==> config.mk <==
export PLATFORM = sky130hd
export DESIGN_NAME = packet_block_assembler_core
export DESIGN_NICKNAME = d
export VERILOG_FILES = /design/src/pba_pkg.sv /design/src/packet_block_assembler_core.sv
export SDC_FILE = /design/constraint.sdc
export NUM_CORES = 1
export LEC_CHECK = 0
export ABC_AREA = 1
export BUFFER_PORTS_ARGS = -buffer_cell sky130_fd_sc_hd__buf_2
export CAP_MARGIN = 0
export CORE_ASPECT_RATIO = 0.6
export CORE_MARGIN = 3
export CORE_UTILIZATION = 55
export CTS_CLUSTER_SIZE = 16
export DETAILED_ROUTE_END_ITERATION = 7
export HOLD_SLACK_MARGIN = 0.05
export PLACE_DENSITY = 0.82
export SKIP_LAST_GASP = 1
export SYNTH_ARGS = -nofsm -noshare
export SYNTH_HDL_FRONTEND = slang
export SYNTH_SLANG_ARGS = --single-unit
==> constraint.sdc <==
create_clock -name aclk -period 8 [get_ports aclk]
set_input_delay 1.6 -clock aclk [delete_from_list [all_inputs] [get_ports aclk]]
set_output_delay 1.6 -clock aclk [all_outputs]
set_load 0.005 [all_outputs]
==> src/pba_pkg.sv <==
package pba_pkg;

    // Block geometry. All are powers of two, so slot and time-slot extraction is bit selection.
    localparam int SAMPLES_PER_BLOCK  = 256;
    localparam int RING_BLOCKS        = 4;
    localparam int SOURCES            = 8;
    localparam int FULL_BLOCK_PACKETS = 2048;

    localparam int HDR_W     = 64;
    localparam int CNT_W     = 44;
    localparam int CNT_LSB   = 20;
    localparam int ID_W      = 8;
    localparam int SLOT_W    = $clog2(SAMPLES_PER_BLOCK);
    localparam int BLK_W     = $clog2(RING_BLOCKS);
    localparam int SPAN_W    = SLOT_W + BLK_W;
    localparam int PKT_CNT_W = 16;
    localparam int KIND_W    = 2;
    localparam int WARN_W    = 2;
    localparam int REASON_W  = 3;
    localparam int RES_DEPTH = 3;
    localparam int RES_IDX_W = $clog2(RES_DEPTH);

    localparam int CFG_IDX_W  = 8;
    localparam int CFG_DATA_W = 8;
    localparam int TDATA_W    = 72;

    localparam logic [KIND_W-1:0] KIND_WRITE = 2'd0;
    localparam logic [KIND_W-1:0] KIND_FILL  = 2'd1;
    localparam logic [KIND_W-1:0] KIND_INIT  = 2'd2;
    localparam logic [KIND_W-1:0] KIND_DROP  = 2'd3;

    localparam logic [REASON_W-1:0] DROP_NONE    = 3'd0;
    localparam logic [REASON_W-1:0] DROP_RESYNC  = 3'd1;
    localparam logic [REASON_W-1:0] DROP_EARLY   = 3'd2;
    localparam logic [REASON_W-1:0] DROP_BAD_SRC = 3'd3;
    localparam logic [REASON_W-1:0] DROP_BAD_DST = 3'd4;

    localparam logic [CFG_IDX_W-1:0] CFG_EXPECTED_XENGINE = 8'd0;
    localparam logic [CFG_IDX_W-1:0] CFG_XENGINE_CHECK_ON = 8'd1;

    typedef enum logic [1:0] {
        CASE_NORMAL = 2'd0,
        CASE_CLOSE  = 2'd1,
        CASE_RESYNC = 2'd2,
        CASE_EARLY  = 2'd3
    } pkt_case_t;

    typedef struct packed {
        logic [KIND_W-1:0]   kind;
        logic [BLK_W-1:0]    blk;
        logic [CNT_W-1:0]    count;
        logic [SLOT_W-1:0]   tslot;
        logic [ID_W-1:0]     src;
        logic                good;
        logic [WARN_W-1:0]   warn;
        logic [REASON_W-1:0] reason;
        logic                last;
    } result_t;

endpackage

==> src/packet_block_assembler_core.sv <==
// Packet block assembler. Each transfer on the s_ side carries one 64-bit packet header
// (time count in bits 63..20, source F-engine ID in 15..8, destination X-engine ID in 7..0).
// For every header the block emits one to three results on the m_ side, in this order:
// a "block filled" and a "block initialised" result when the packet is two blocks ahead
// of the current block start, then a payload write or a drop for the packet itself; a
// packet three or more blocks ahead gives an init result for the resynchronized start and
// a drop; an early packet gives a single drop. m_tlast marks the final result of a header.
// Timing: the first result of a header is valid on m_tvalid in the cycle after the one in
// which the header leaves the read stage. The block takes a new header every cycle as
// long as each header yields one result and m_tready is high; a header with several
// results holds the output until its last result is sent, so sustained throughput is one
// result per cycle while m_tready is high. The per-block packet counts sit in a small
// synchronous memory with a registered read; each header does one read at acceptance and
// one write-back as it leaves the read stage, with forwarding from the last write-back.
// Valid bits clear the counts at reset, so there is no clearing pass and the block is ready
// right after reset. Configuration writes are always accepted (cfg_ready is tied high) and
// should only be issued while the block is idle.
module packet_block_assembler_core import pba_pkg::*; (
    input  logic                  aclk,
    input  logic                  aresetn,

    input  logic                  s_tvalid,
    output logic                  s_tready,
    input  logic [HDR_W-1:0]      s_tdata,   // header word[63:0]

    output logic                  m_tvalid,
    input  logic                  m_tready,
    // From bit 0 up: block_index[1:0], count_value[45:2], time_slot[53:46],
    // source_index[61:54], block_full[62], order_warning[64:63], drop_reason[67:65],
    // zero padding[71:68].
    output logic [TDATA_W-1:0]    m_tdata,
    output logic [KIND_W-1:0]     m_tuser,   // entry_kind[1:0]
    output logic                  m_tlast,

    input  logic                  cfg_valid,
    output logic                  cfg_ready,
    input  logic [CFG_IDX_W-1:0]  cfg_index,
    input  logic [CFG_DATA_W-1:0] cfg_data
);

    localparam logic [CNT_W:0]   TWO_BLOCKS   = (CNT_W+1)'(2 * SAMPLES_PER_BLOCK);
    localparam logic [CNT_W:0]   THREE_BLOCKS = (CNT_W+1)'(3 * SAMPLES_PER_BLOCK);
    localparam logic [CNT_W-1:0] BLOCK_CNT    = CNT_W'(SAMPLES_PER_BLOCK);
    localparam logic [CNT_W-1:0] SPAN_CNT     = CNT_W'(SAMPLES_PER_BLOCK * RING_BLOCKS);
    localparam logic [PKT_CNT_W-1:0] FULL_CNT = PKT_CNT_W'(FULL_BLOCK_PACKETS);
    localparam logic [PKT_CNT_W-1:0] CNT_SAT  = {PKT_CNT_W{1'b1}};
    localparam logic [ID_W-1:0]      SRC_LIM  = ID_W'(SOURCES);

    // Configuration registers.
    logic [ID_W-1:0] expected_xengine_reg;
    logic            check_on_reg;

    assign cfg_ready = 1'b1;

    always_ff @(posedge aclk) begin
        if (!aresetn) begin
            expected_xengine_reg <= '0;
            check_on_reg         <= 1'b0;
        end else if (cfg_valid && cfg_ready) begin
            if (cfg_index == CFG_EXPECTED_XENGINE) begin
                expected_xengine_reg <= cfg_data[ID_W-1:0];
            end else if (cfg_index == CFG_XENGINE_CHECK_ON) begin
                check_on_reg <= cfg_data[0];
            end
        end
    end

    // Ring state kept in registers; it is updated at the transfer of each header so the
    // next header is classified against up-to-date values.
    logic [CNT_W-1:0] start_reg, start_next;
    logic [BLK_W-1:0] cur_block_reg, cur_block_next;
    logic [BLK_W-1:0] last_filled_reg, last_filled_next;

    // Classification of the incoming header.
    logic             s_xfer;
    logic [CNT_W-1:0] hdr_cnt;
    logic [ID_W-1:0]  hdr_src;
    logic [ID_W-1:0]  hdr_dst;
    logic [BLK_W-1:0] hdr_blk;
    logic [CNT_W:0]   cnt_delta;
    logic             is_early, is_far, is_close;
    logic [BLK_W-1:0] fill_blk;
    logic [CNT_W-1:0] resync_start;
    logic [WARN_W-1:0] warn;
    pkt_case_t        hdr_case;

    assign s_xfer    = s_tvalid && s_tready;
    assign hdr_cnt   = s_tdata[CNT_LSB +: CNT_W];
    assign hdr_src   = s_tdata[ID_W +: ID_W];
    assign hdr_dst   = s_tdata[ID_W-1:0];
    assign hdr_blk   = hdr_cnt[SLOT_W +: BLK_W];
    assign cnt_delta = {1'b0, hdr_cnt} - {1'b0, start_reg};
    assign is_early  = cnt_delta[CNT_W];
    assign is_far    = !cnt_delta[CNT_W] && (cnt_delta >= THREE_BLOCKS);
    assign is_close  = !cnt_delta[CNT_W] && (cnt_delta >= TWO_BLOCKS) && !is_far;
    assign fill_blk  = start_reg[SLOT_W +: BLK_W];

    // Next start after a resync: the packet count rounded down to a whole ring, plus one ring.
    assign resync_start = {hdr_cnt[CNT_W-1:SPAN_W], {SPAN_W{1'b0}}} + SPAN_CNT;

    assign warn[0] = ((last_filled_reg + BLK_W'(1)) != fill_blk);
    assign warn[1] = (fill_blk != cur_block_reg);

    always_comb begin
        if (is_early) begin
            hdr_case = CASE_EARLY;
        end else if (is_far) begin
            hdr_case = CASE_RESYNC;
        end else if (is_close) begin
            hdr_case = CASE_CLOSE;
        end else begin
            hdr_case = CASE_NORMAL;
        end
    end

    always_comb begin
        start_next       = start_reg;
        cur_block_next   = cur_block_reg;
        last_filled_next = last_filled_reg;
        if (s_xfer) begin
            case (hdr_case)
                CASE_CLOSE: begin
                    start_next       = start_reg + BLOCK_CNT;
                    cur_block_next   = cur_block_reg + BLK_W'(1);
                    last_filled_next = fill_blk;
                end
                CASE_RESYNC: begin
                    start_next = resync_start;
                end
                default: begin
                end
            endcase
        end
    end

    always_ff @(posedge aclk) begin
        if (!aresetn) begin
            start_reg       <= '0;
            cur_block_reg   <= '0;
            last_filled_reg <= BLK_W'(RING_BLOCKS - 1);
        end else begin
            start_reg       <= start_next;
            cur_block_reg   <= cur_block_next;
            last_filled_reg <= last_filled_next;
        end
    end

    // Read stage: holds a header while its count read completes.
    logic             r_valid_reg;
    pkt_case_t        r_case_reg;
    logic [CNT_W-1:0] r_cnt_reg;
    logic [ID_W-1:0]  r_src_reg;
    logic [BLK_W-1:0] r_blk_reg;
    logic [BLK_W-1:0] r_fill_blk_reg;
    logic [CNT_W-1:0] r_fill_count_reg;
    logic [WARN_W-1:0] r_warn_reg;
    logic             r_bad_src_reg;
    logic             r_bad_dst_reg;
    logic [BLK_W-1:0] r_init_blk_reg;
    logic [CNT_W-1:0] r_init_count_reg;
    logic [BLK_W-1:0] r_rd_addr_reg;
    logic [BLK_W-1:0] r_wr_addr_reg;

    logic             r_advance;
    logic             o_valid_reg;
    logic             o_done;
    logic [BLK_W-1:0] rd_addr;

    // The fill result needs the count of the block being closed; otherwise the packet's own.
    assign rd_addr   = (hdr_case == CASE_CLOSE) ? fill_blk : hdr_blk;
    assign r_advance = r_valid_reg && (!o_valid_reg || o_done);
    assign s_tready  = !r_valid_reg || r_advance;

    always_ff @(posedge aclk) begin
        if (!aresetn) begin
            r_valid_reg <= 1'b0;
        end else if (s_xfer) begin
            r_valid_reg <= 1'b1;
        end else if (r_advance) begin
            r_valid_reg <= 1'b0;
        end
    end

    always_ff @(posedge aclk) begin
        if (s_xfer) begin
            r_case_reg       <= hdr_case;
            r_cnt_reg        <= hdr_cnt;
            r_src_reg        <= hdr_src;
            r_blk_reg        <= hdr_blk;
            r_fill_blk_reg   <= fill_blk;
            r_fill_count_reg <= start_reg;
            r_warn_reg       <= warn;
            r_bad_src_reg    <= (hdr_src >= SRC_LIM);
            r_bad_dst_reg    <= check_on_reg && (hdr_dst != expected_xengine_reg);
            r_rd_addr_reg    <= rd_addr;
            if (hdr_case == CASE_RESYNC) begin
                r_init_blk_reg   <= resync_start[SLOT_W +: BLK_W];
                r_init_count_reg <= resync_start;
                r_wr_addr_reg    <= cur_block_reg;
            end else begin
                r_init_blk_reg   <= hdr_blk;
                r_init_count_reg <= {hdr_cnt[CNT_W-1:SLOT_W], {SLOT_W{1'b0}}};
                r_wr_addr_reg    <= hdr_blk;
            end
        end
    end

    // Packet count memory with valid bits standing in for the reset clear.
    logic [PKT_CNT_W-1:0]   cnt_mem [RING_BLOCKS];
    logic [RING_BLOCKS-1:0] entry_valid_reg;
    logic [PKT_CNT_W-1:0]   rd_data_reg;
    logic                   rd_valid_reg;
    logic                   wr_en;
    logic [PKT_CNT_W-1:0]   wr_data;
    logic                   fwd_valid_reg;
    logic [BLK_W-1:0]       fwd_addr_reg;
    logic [PKT_CNT_W-1:0]   fwd_data_reg;
    logic [PKT_CNT_W-1:0]   eff_count;

    always_ff @(posedge aclk) begin
        if (s_xfer) begin
            rd_data_reg <= cnt_mem[rd_addr];
        end
        if (wr_en) begin
            cnt_mem[r_wr_addr_reg] <= wr_data;
        end
    end

    always_ff @(posedge aclk) begin
        if (!aresetn) begin
            entry_valid_reg <= '0;
            rd_valid_reg    <= 1'b0;
            fwd_valid_reg   <= 1'b0;
        end else begin
            if (s_xfer) begin
                rd_valid_reg <= entry_valid_reg[rd_addr];
            end
            if (wr_en) begin
                entry_valid_reg[r_wr_addr_reg] <= 1'b1;
                fwd_valid_reg                  <= 1'b1;
            end
        end
    end

    always_ff @(posedge aclk) begin
        if (wr_en) begin
            fwd_addr_reg <= r_wr_addr_reg;
            fwd_data_reg <= wr_data;
        end
    end

    // The latest write-back may have landed in the same cycle as the read was issued.
    always_comb begin
        if (fwd_valid_reg && (fwd_addr_reg == r_rd_addr_reg)) begin
            eff_count = fwd_data_reg;
        end else if (rd_valid_reg) begin
            eff_count = rd_data_reg;
        end else begin
            eff_count = '0;
        end
    end

    always_comb begin
        wr_en   = r_advance && (r_case_reg != CASE_EARLY);
        case (r_case_reg)
            CASE_CLOSE:  wr_data = PKT_CNT_W'(1);
            CASE_RESYNC: wr_data = '0;
            default:     wr_data = (eff_count == CNT_SAT) ? eff_count
                                                           : eff_count + PKT_CNT_W'(1);
        endcase
    end

    // Build the result list of the header in the read stage.
    result_t res_next [RES_DEPTH];
    result_t final_res;
    result_t init_res;

    always_comb begin
        final_res       = '0;
        final_res.blk   = r_blk_reg;
        final_res.count = r_cnt_reg;
        final_res.last  = 1'b1;
        if (r_bad_src_reg) begin
            final_res.kind   = KIND_DROP;
            final_res.reason = DROP_BAD_SRC;
        end else if (r_bad_dst_reg) begin
            final_res.kind   = KIND_DROP;
            final_res.reason = DROP_BAD_DST;
        end else begin
            final_res.kind  = KIND_WRITE;
            final_res.tslot = r_cnt_reg[SLOT_W-1:0];
            final_res.src   = r_src_reg;
        end

        init_res       = '0;
        init_res.kind  = KIND_INIT;
        init_res.blk   = r_init_blk_reg;
        init_res.count = r_init_count_reg;

        for (int i = 0; i < RES_DEPTH; i++) begin
            res_next[i] = '0;
        end

        case (r_case_reg)
            CASE_CLOSE: begin
                res_next[0].kind  = KIND_FILL;
                res_next[0].blk   = r_fill_blk_reg;
                res_next[0].count = r_fill_count_reg;
                res_next[0].good  = (eff_count == FULL_CNT);
                res_next[0].warn  = r_warn_reg;
                res_next[1]       = init_res;
                res_next[2]       = final_res;
            end
            CASE_RESYNC: begin
                res_next[0]        = init_res;
                res_next[1].kind   = KIND_DROP;
                res_next[1].blk    = r_blk_reg;
                res_next[1].count  = r_cnt_reg;
                res_next[1].reason = DROP_RESYNC;
                res_next[1].last   = 1'b1;
            end
            CASE_EARLY: begin
                res_next[0].kind   = KIND_DROP;
                res_next[0].blk    = r_blk_reg;
                res_next[0].count  = r_cnt_reg;
                res_next[0].reason = DROP_EARLY;
                res_next[0].last   = 1'b1;
            end
            default: begin
                res_next[0] = final_res;
            end
        endcase
    end

    // Output buffer: the results of one header, sent one per transfer.
    result_t              o_res_reg [RES_DEPTH];
    logic [RES_IDX_W-1:0] o_ptr_reg;
    result_t              cur_res;

    assign cur_res  = o_res_reg[o_ptr_reg];
    assign m_tvalid = o_valid_reg;
    assign m_tuser  = cur_res.kind;
    assign m_tlast  = cur_res.last;
    assign m_tdata  = {4'b0, cur_res.reason, cur_res.warn, cur_res.good, cur_res.src,
                       cur_res.tslot, cur_res.count, cur_res.blk};
    assign o_done   = m_tvalid && m_tready && cur_res.last;

    always_ff @(posedge aclk) begin
        if (!aresetn) begin
            o_valid_reg <= 1'b0;
            o_ptr_reg   <= '0;
        end else if (r_advance) begin
            o_valid_reg <= 1'b1;
            o_ptr_reg   <= '0;
        end else if (m_tvalid && m_tready) begin
            if (cur_res.last) begin
                o_valid_reg <= 1'b0;
            end else begin
                o_ptr_reg <= o_ptr_reg + RES_IDX_W'(1);
            end
        end
    end

    always_ff @(posedge aclk) begin
        if (r_advance) begin
            for (int i = 0; i < RES_DEPTH; i++) begin
                o_res_reg[i] <= res_next[i];
            end
        end
    end

    // A header always enters the read stage on the cycle after its transfer.
    a_accept_to_read: assert property (@(posedge aclk) disable iff (!aresetn)
        s_xfer |=> r_valid_reg)
        else $error("accepted header did not reach the read stage");

    // A filled block is always followed directly by the init of the next block.
    a_fill_then_init: assert property (@(posedge aclk) disable iff (!aresetn)
        (m_tvalid && m_tready && (m_tuser == KIND_FILL)) |=>
            (m_tvalid && (m_tuser == KIND_INIT) && !m_tlast))
        else $error("fill result not followed by init result");

    // The third result of a header is always its last one.
    a_third_is_last: assert property (@(posedge aclk) disable iff (!aresetn)
        (m_tvalid && (o_ptr_reg == RES_IDX_W'(RES_DEPTH - 1))) |-> m_tlast)
        else $error("result list runs past its end");

    // The current block only moves when a header closes a block.
    a_block_moves_on_close: assert property (@(posedge aclk) disable iff (!aresetn)
        ($past(aresetn) && (cur_block_reg != $past(cur_block_reg))) |->
            $past(s_xfer && (hdr_case == CASE_CLOSE)))
        else $error("current block changed without a close");

    // Count write-back happens only as a header leaves the read stage.
    a_write_in_order: assert property (@(posedge aclk) disable iff (!aresetn)
        wr_en |=> o_valid_reg)
        else $error("count write-back without a result list");

endmodule
==> reports/metrics.yaml <==
sta:
  slew_headroom_pct: 21.3
  min_period_over_period_pct: 69.8
  finalSetupTns_ns: 0
  slew_violations: 0
  hold_violations: 0
  finClkSkew_ns: 0.0249
  worst_pin_slew_ns: 1.17
  finalHoldWorstSlack_ns: 0.472
  fin_crit_ns: 5.58
  rsz0062_at_grt: "no"
  maxClockFrequency_ghz: 0.179
  setup_viol: 0
routing:
  drc: 0
  route.vias.total: 20694
  viasPerCell: 5.71
  totalWireLength_um: 73300
  routedWlPerCell_um: 20.2
  first_iter_violations: 2999
  first_pass_iters: 8
  ant_nets: 0
synthesis:
  syn_area_per_cell_um2: 8.59
  synth_edf_count: 412
  yosysWarnings: 0
  async_reset_ff_share_pct: 0
  ys_seq_area_share_pct: 54.8
  netlist_area_mm2: 0.0248
  synth.distinct_cells: 51
  synth-seq-cells: 473
  syn-instance-count: 2884
  ys.flop_type: "edfxtp_1"
power:
  vdd_drop_max_mv: 0.170
  p_leak_nw: 12.0
  powerDensity_mw_per_mm2: 227
cells_and_area:
  utilization_pct: 62.4
  n_fill_cell: 3557
  final_cell_mix: "757 x nand2_1, 432 x inv_1, 412 x edfxtp_1, 298 x nor2_1, 209 x o21ai_0"
  final_common_cell: "nand2_1"
  area_growth_pct: 10.6
  final_area_mm2: 0.0274
  layout-drive-gt1-share_pct: 9.55
  nets: 3135
  largest_reg_flops: 180
placement:
  dpl_cell_area_mm2: 0.0260
  gp_congestion: 1.07
  portBuffers: 153
  hpwl_um: 52300
clocking:
  numCtsBuffers: 43
  tritoncts: "yes"
  clock_path_buffers: 3
  cts_max_level: 2
  clkTransAtPathRegs_ns: 0.06
  root_buffer: "clkbuf_16"
  clock_latency_ns: 0.57
  post-cts-setup-buffers: 0
  cts_sinks: 473
  cts_resized: 0
  cts_hold_buffers: 0
floorplan:
  dieArea_mm2: 0.0477
  die_h_um: 170
  design.core.area_mm2: 0.0439
  die_w_um: 280
  io_pins: 163
  rows: 59
  start_util_pct: 56.4
worst_setup_path:
  required_ns: 8.40
  arrival_ns: 5.99
  reg2reg_from: "start_reg[9]"
  critical_path_class: "primary input to register"
  worstPathMaxFanout: 36
  end_kind: "register"
  critPathLaunchType: "primary input"
  startpoint: "s_tdata[34]"
hold_path:
  hold_path.class: "register to register"
  hp-start: "entry_valid_reg[0]"
job:
  maxCapViolations: 0
outcome:
  status: "finished, final reports clean"
grt:
  grt_pass1_vias: 19443
  grt_pass1_wl_um: 111000
  grt_max_degree: 91
  antenna_found_initial: 6
  grt.total_usage_pct: 30.4
  grt.overflow.total: 0
-- layout make-up --
class,instances,area [µm²],share of cell area [%]
multi-input cells,1877,9160,33.4
clock inverters,20,223,0.812
repair buffers,170,893,3.26
well taps,579,724,2.64
diodes,6,15.0,0.0548
inverters,440,1660,6.06
clock buffers,58,1140,4.17
flip-flops and latches,473,13600,49.6
-- per-stage QoR --
stage,power (W),worst slack (ns),instances
finish,0.00622,2.42,3623
global route,0.00646,2.20,3621
CTS,0.00619,2.62,3617
detailed placement,0.00417,2.05,3539
global placement,0.00413,2.20,3539
floorplan,0.00376,2.06,2888
-- where the power goes --
| group | switching [W] | leakage [nW] | internal [W] | total (W) |
|---|---|---|---|---|
| sequential | 0.0000871 | 4.49 | 0.00289 | 0.00297 |
| clock | 0.000911 | 0.673 | 0.00114 | 0.00205 |
| combinational | 0.000861 | 6.83 | 0.000329 | 0.00119 |
-- synth_stat cells (all sizes together) (17+ instances only) --
master,count,area share [%]
o22ai,52,1.3
edfxtp,412,50
o21ai,221,4.5
a22o,17,0.60
nor3,49,1.1
buf,44,1.0
nand2,767,12
xor2,63,2.2
clkbuf,54,0.82
inv,438,6.6
a21oi,64,1.3
dfxtp,61,4.9
nand3,172,3.6
ha,45,2.3
nor4,21,0.62
nor2,312,4.8
nand4,37,0.98
-- cells by family after synthesis --
kind of cell | Yosys count | share of synthesized area (%)
AO/OA/AOI/OAI | 378 | 8.42
XOR/XNOR | 71 | 2.51
adder cells (fa/ha/maj) | 45 | 2.27
buffers and inverters | 538 | 8.52
flip-flops | 473 | 54.8
other | 2 | 0.0303
AND/OR/NAND/NOR | 1377 | 23.4
-- critical path, stage by stage --
cell	delay (ns)
buf_2	0.17
ha_1	0.52
nand2_1	0.26
nor2_2	0.27
nand2_1	0.08
nor2_1	0.09
nand2_1	0.09
nand3_2	0.19
nand2_1	0.11
nand3_1	0.08
nand2_1	0.06
nor2_2	0.29
nand3_1	0.15
nor3_2	0.46
nand4_2	0.25
nand2_2	0.17
nand2_4	0.24
inv_2	0.53
o21ai_0	0.18
o22ai_1	0.15
-- routing by layer --
layer  share of wire (%)  up-vias  wire [µm]  global-route usage (%)
met2                  40     1195      29400                    43.1
met1                  44     9617      32000                    45.7
met3                  14      139      10100                    8.86
li1                    -     9739          -                       -
met4                 2.3        4       1700                    7.42
met5                0.12        -         88                    1.08
-- worst paths after layout --
path / cells past startpoint / to / slack (ns)
max: 20 / rd_data_reg[7] / 2.42
min: 2 / entry_valid_reg[0] / 0.47
max reg2reg: 19 / rd_data_reg[7] / 3.01
min reg2reg: 2 / entry_valid_reg[0] / 0.47
Power figures use the tool's default switching activity.
